## src/tli_ram.sv

```systemverilog
`timescale 1ns / 1ps
// ----------------------------------------------------------------------------
// tli_ram: generic single-port-write, single-port-read RAM
// One write and one read per cycle; read data is registered.
// ----------------------------------------------------------------------------
module tli_ram #(
  parameter int WIDTH = 64,
  parameter int DEPTH = 64
) (
  input  logic                                      clk,
  input  logic                                      we,
  input  logic [((DEPTH > 1) ? $clog2(DEPTH) : 1)-1:0] waddr,
  input  logic [WIDTH-1:0]                          wdata,
  input  logic [((DEPTH > 1) ? $clog2(DEPTH) : 1)-1:0] raddr,
  output logic [WIDTH-1:0]                          rdata
);

  logic [WIDTH-1:0] mem [DEPTH];

  always_ff @(posedge clk) begin
    if (we) begin
      mem[waddr] <= wdata;
    end
    rdata <= mem[raddr];
  end

endmodule

```

## config.mk

```make
export PLATFORM = sky130hd
export DESIGN_NAME = tli_ram
export DESIGN_NICKNAME = d
export VERILOG_FILES = /design/src/tli_ram.sv
export SDC_FILE = /design/constraint.sdc
export NUM_CORES = 2
export LEC_CHECK = 0
export ABC_CLOCK_PERIOD_IN_PS = 16700
export BUFFER_PORTS_ARGS = -buffer_cell sky130_fd_sc_hd__buf_2
export CAP_MARGIN = 25
export CELL_PAD_IN_SITES_DETAIL_PLACEMENT = 1
export CELL_PAD_IN_SITES_GLOBAL_PLACEMENT = 1
export CORE_ASPECT_RATIO = 1.25
export CORE_MARGIN = 3
export CORE_UTILIZATION = 30
export CTS_CLUSTER_SIZE = 24
export DETAILED_ROUTE_END_ITERATION = 8
export PLACE_DENSITY_LB_ADDON = 0.15
export REMOVE_ABC_BUFFERS = 1
export SYNTH_ARGS = -nofsm -noshare
export SYNTH_HDL_FRONTEND = slang
export SYNTH_SLANG_ARGS = --single-unit
```

## constraint.sdc

```tcl
create_clock -name clk -period 16.7 [get_ports clk]
set_input_delay 3.34 -clock clk [delete_from_list [all_inputs] [get_ports clk]]
set_output_delay 3.34 -clock clk [all_outputs]
set_load 0.02 [all_outputs]
```

==> metrics.txt <==
Final WS setup 9.93 ns; crit path kind in -> reg; Hold Crit Class reg -> reg; clock-pin slew on the worst setup and hold paths 0.06 ns; Leakage 0.0558 µW; Cell variety after synth 33; Worst Max-Slew Pin Slew 1.07 ns; routed wire length 506000 µm; CTS Buffer Depth 4; first-pass GRT wire length 691000 µm; hold_sp mem[63][28]; vias in the first global route 80500; CTS tree built; CP endpoint kind flip-flop; total gr overflow 0; pre-CTS setup slack 8.72 ns; WHS 0.846 ns; Final period util 0.405; startpoint class of the critical path input port; Max Cap Viol 0; skew final 0.0482 ns; Vias/cell 5.21; Worst EP arrival 7.60 ns; CTS buffer count 426; total track usage 0.188; Site Rows 295; final core occ 0.351; fin crit period 6.77 ns; Final Max Slew Viols 0; Req. time, crit path 17.53 ns; R2R setup slack 14.66 ns; Syn Inst Count 6598; # nets final 7194; sequential fraction of the synthesis area 0.795; fillcell total 49500; top cell type's share of synthesized area 0.787; fmax 0.148 GHz; Vias 74600; Hold-fix buffers, CTS 0; Die Ht 813 µm; H-tree lvl count 5; outcome finished clean; commonest cells after routing, fill and taps aside edfxtp_1 (4096), mux4_2 (1024), clkbuf_16 (430), buf_4 (229), a22oi_1 (168); RSZ-0062 raised after global routing no; RR Startpoint mem[12][46]; YS warnings 0; Die Wd 652 µm; drt drc 0; Slew headroom 0.289; met1 GRT Util 0.247; clk sinks 4160; met2 Resource Use GR 0.334; main area contributors after synthesis edfxtp_1 (79%), mux4_2 (15%), mux2i_1 (0.86%); Initial Utilization 0.302; number of synthesized register bits 4160; Skew-Pair Late Insertion Delay 1.02 ns; initial antenna violation count 56; fin cells 14300; Hold Fails Final Rpt 0; Cell Pwr Density 122 nW/µm²; worst vdd ir 88.0 µV; met3 usage in global routing 0.0242; DR WL/cell 35.4 µm; Area Growth Syn to Fin 16.1%; mapped cell area 156000 µm²; I/O Pins 142; worst hold stages 4; commonest non-fill, non-tap cell in the layout edfxtp_1; dpl hpwl 272000 µm; first-pass detailed-route iteration total 5; largest area contributor in the netlist edfxtp_1; Reg2Reg Depth 5; setup TNS 0 ns; GRT busiest layer met2; root buffer cell clkbuf_16; Crit Path Max Fanout 95; worst r2r dst rdata[46]; Post-DRT Antenna Nets 0; layout cell share with drive strength beyond 1 0.292; Post-CTS Resized 0; largest net degree at the start of global routing 118; Port-buffer cells 141; Post CTS Setup Buffer Count 0; Syn Area/Cell 23.7 µm²; core area 518000 µm²; initial DRC count 7945; routability congestion estimate 0.726; Die Footprint 530000 µm²; Worst Hold Path EP rdata[28]; dpl cells 13500; final setup vio count 0
critical path: stages:
cell and delay (ns):
buf_8 0.43, buf_4 0.62, buf_4 0.76, buf_12 0.53, mux4_2 0.57, or3_1 0.31
a41oi_1 0.60, a211oi_1 0.09
final cells by class:
| cell class | instances | area (µm²) | share of cell area |
|---|---|---|---|
| Sequential cell | 4160 | 124000 | 0.684 |
| Multi-Input combinational cell | 2049 | 30800 | 0.170 |
| Clock buffer | 562 | 11500 | 0.0634 |
| Tap cell | 6831 | 8550 | 0.0471 |
| Timing Repair Buffer | 460 | 4320 | 0.0238 |
| Clock inverter | 220 | 2030 | 0.0112 |
| Inverter | 19 | 71.3 | 0.000393 |
| Antenna cell | 15 | 37.5 | 0.000207 |
power breakdown:
part           internal [µW]  switching, µW  total, µW
Clock                   5320           4100       9420
Combinational            387            666       1050
Sequential             11600           43.1      11600
synthesized netlist by cell type:
| library cell | number |
|---|---|
| a22o_1 | 88 |
| o221ai_1 | 38 |
| or2_2 | 28 |
| nand3b_1 | 2 |
| a2bb2oi_1 | 19 |
| nor2_1 | 112 |
| a31o_1 | 1 |
| buf_6 | 6 |
| or3b_2 | 1 |
| nand2_1 | 58 |
| o22ai_1 | 83 |
| dfxtp_1 | 64 |
| and2_1 | 3 |
| buf_4 | 34 |
| nand2b_1 | 11 |
| a22oi_1 | 168 |
| inv_1 | 19 |
| a41oi_1 | 26 |
| edfxtp_1 | 4096 |
| a31oi_1 | 18 |
| buf_1 | 20 |
| nand3_1 | 45 |
| nand4_1 | 2 |
| nor3_1 | 2 |
| mux2i_1 | 135 |
| clkbuf_1 | 140 |
| nand4b_1 | 1 |
| mux4_2 | 1024 |
| or3_1 | 29 |
| and3_1 | 64 |
| a211oi_1 | 63 |
| buf_2 | 170 |
| nor2b_1 | 28 |
sequential cells by signal, summed over array words and instances (netlist names):
| signal | flops |
|---|---|
| mem | 4096 |
| rdata | 64 |
worst max path at each step:
| stage | start | to | slack [ns] |
|---|---|---|---|
| floorplan | waddr[4] | mem[48][0] | 8.06 |
| global placement | raddr[1] | rdata[21] | 8.65 |
| detailed placement | raddr[1] | rdata[21] | 8.72 |
| CTS | raddr[1] | rdata[21] | 9.86 |
| global route | raddr[0] | rdata[11] | 9.59 |
| finish | raddr[1] | rdata[21] | 9.93 |
cell families after synthesis:
logic type,after synthesis,share of synthesized area
compound gates,504,0.0248
buf+inv,389,0.0118
flops,4160,0.795
mux,1159,0.156
simple gates,386,0.0124
layer usage:
layer / share of wire / vias up
li1: - / 29600
met1: 0.42 / 42400
met2: 0.51 / 2069
met3: 0.048 / 557
met4: 0.021 / 12
met5: 0.00014 / -
metrics by stage:
step	total power [µW]	instance area [µm²]
finish	22100	182000
global route	22800	182000
CTS	22300	180000
detailed placement	12900	167000
global placement	12900	166000
floorplan	12300	155000
(Power assumes the default switching activity.)
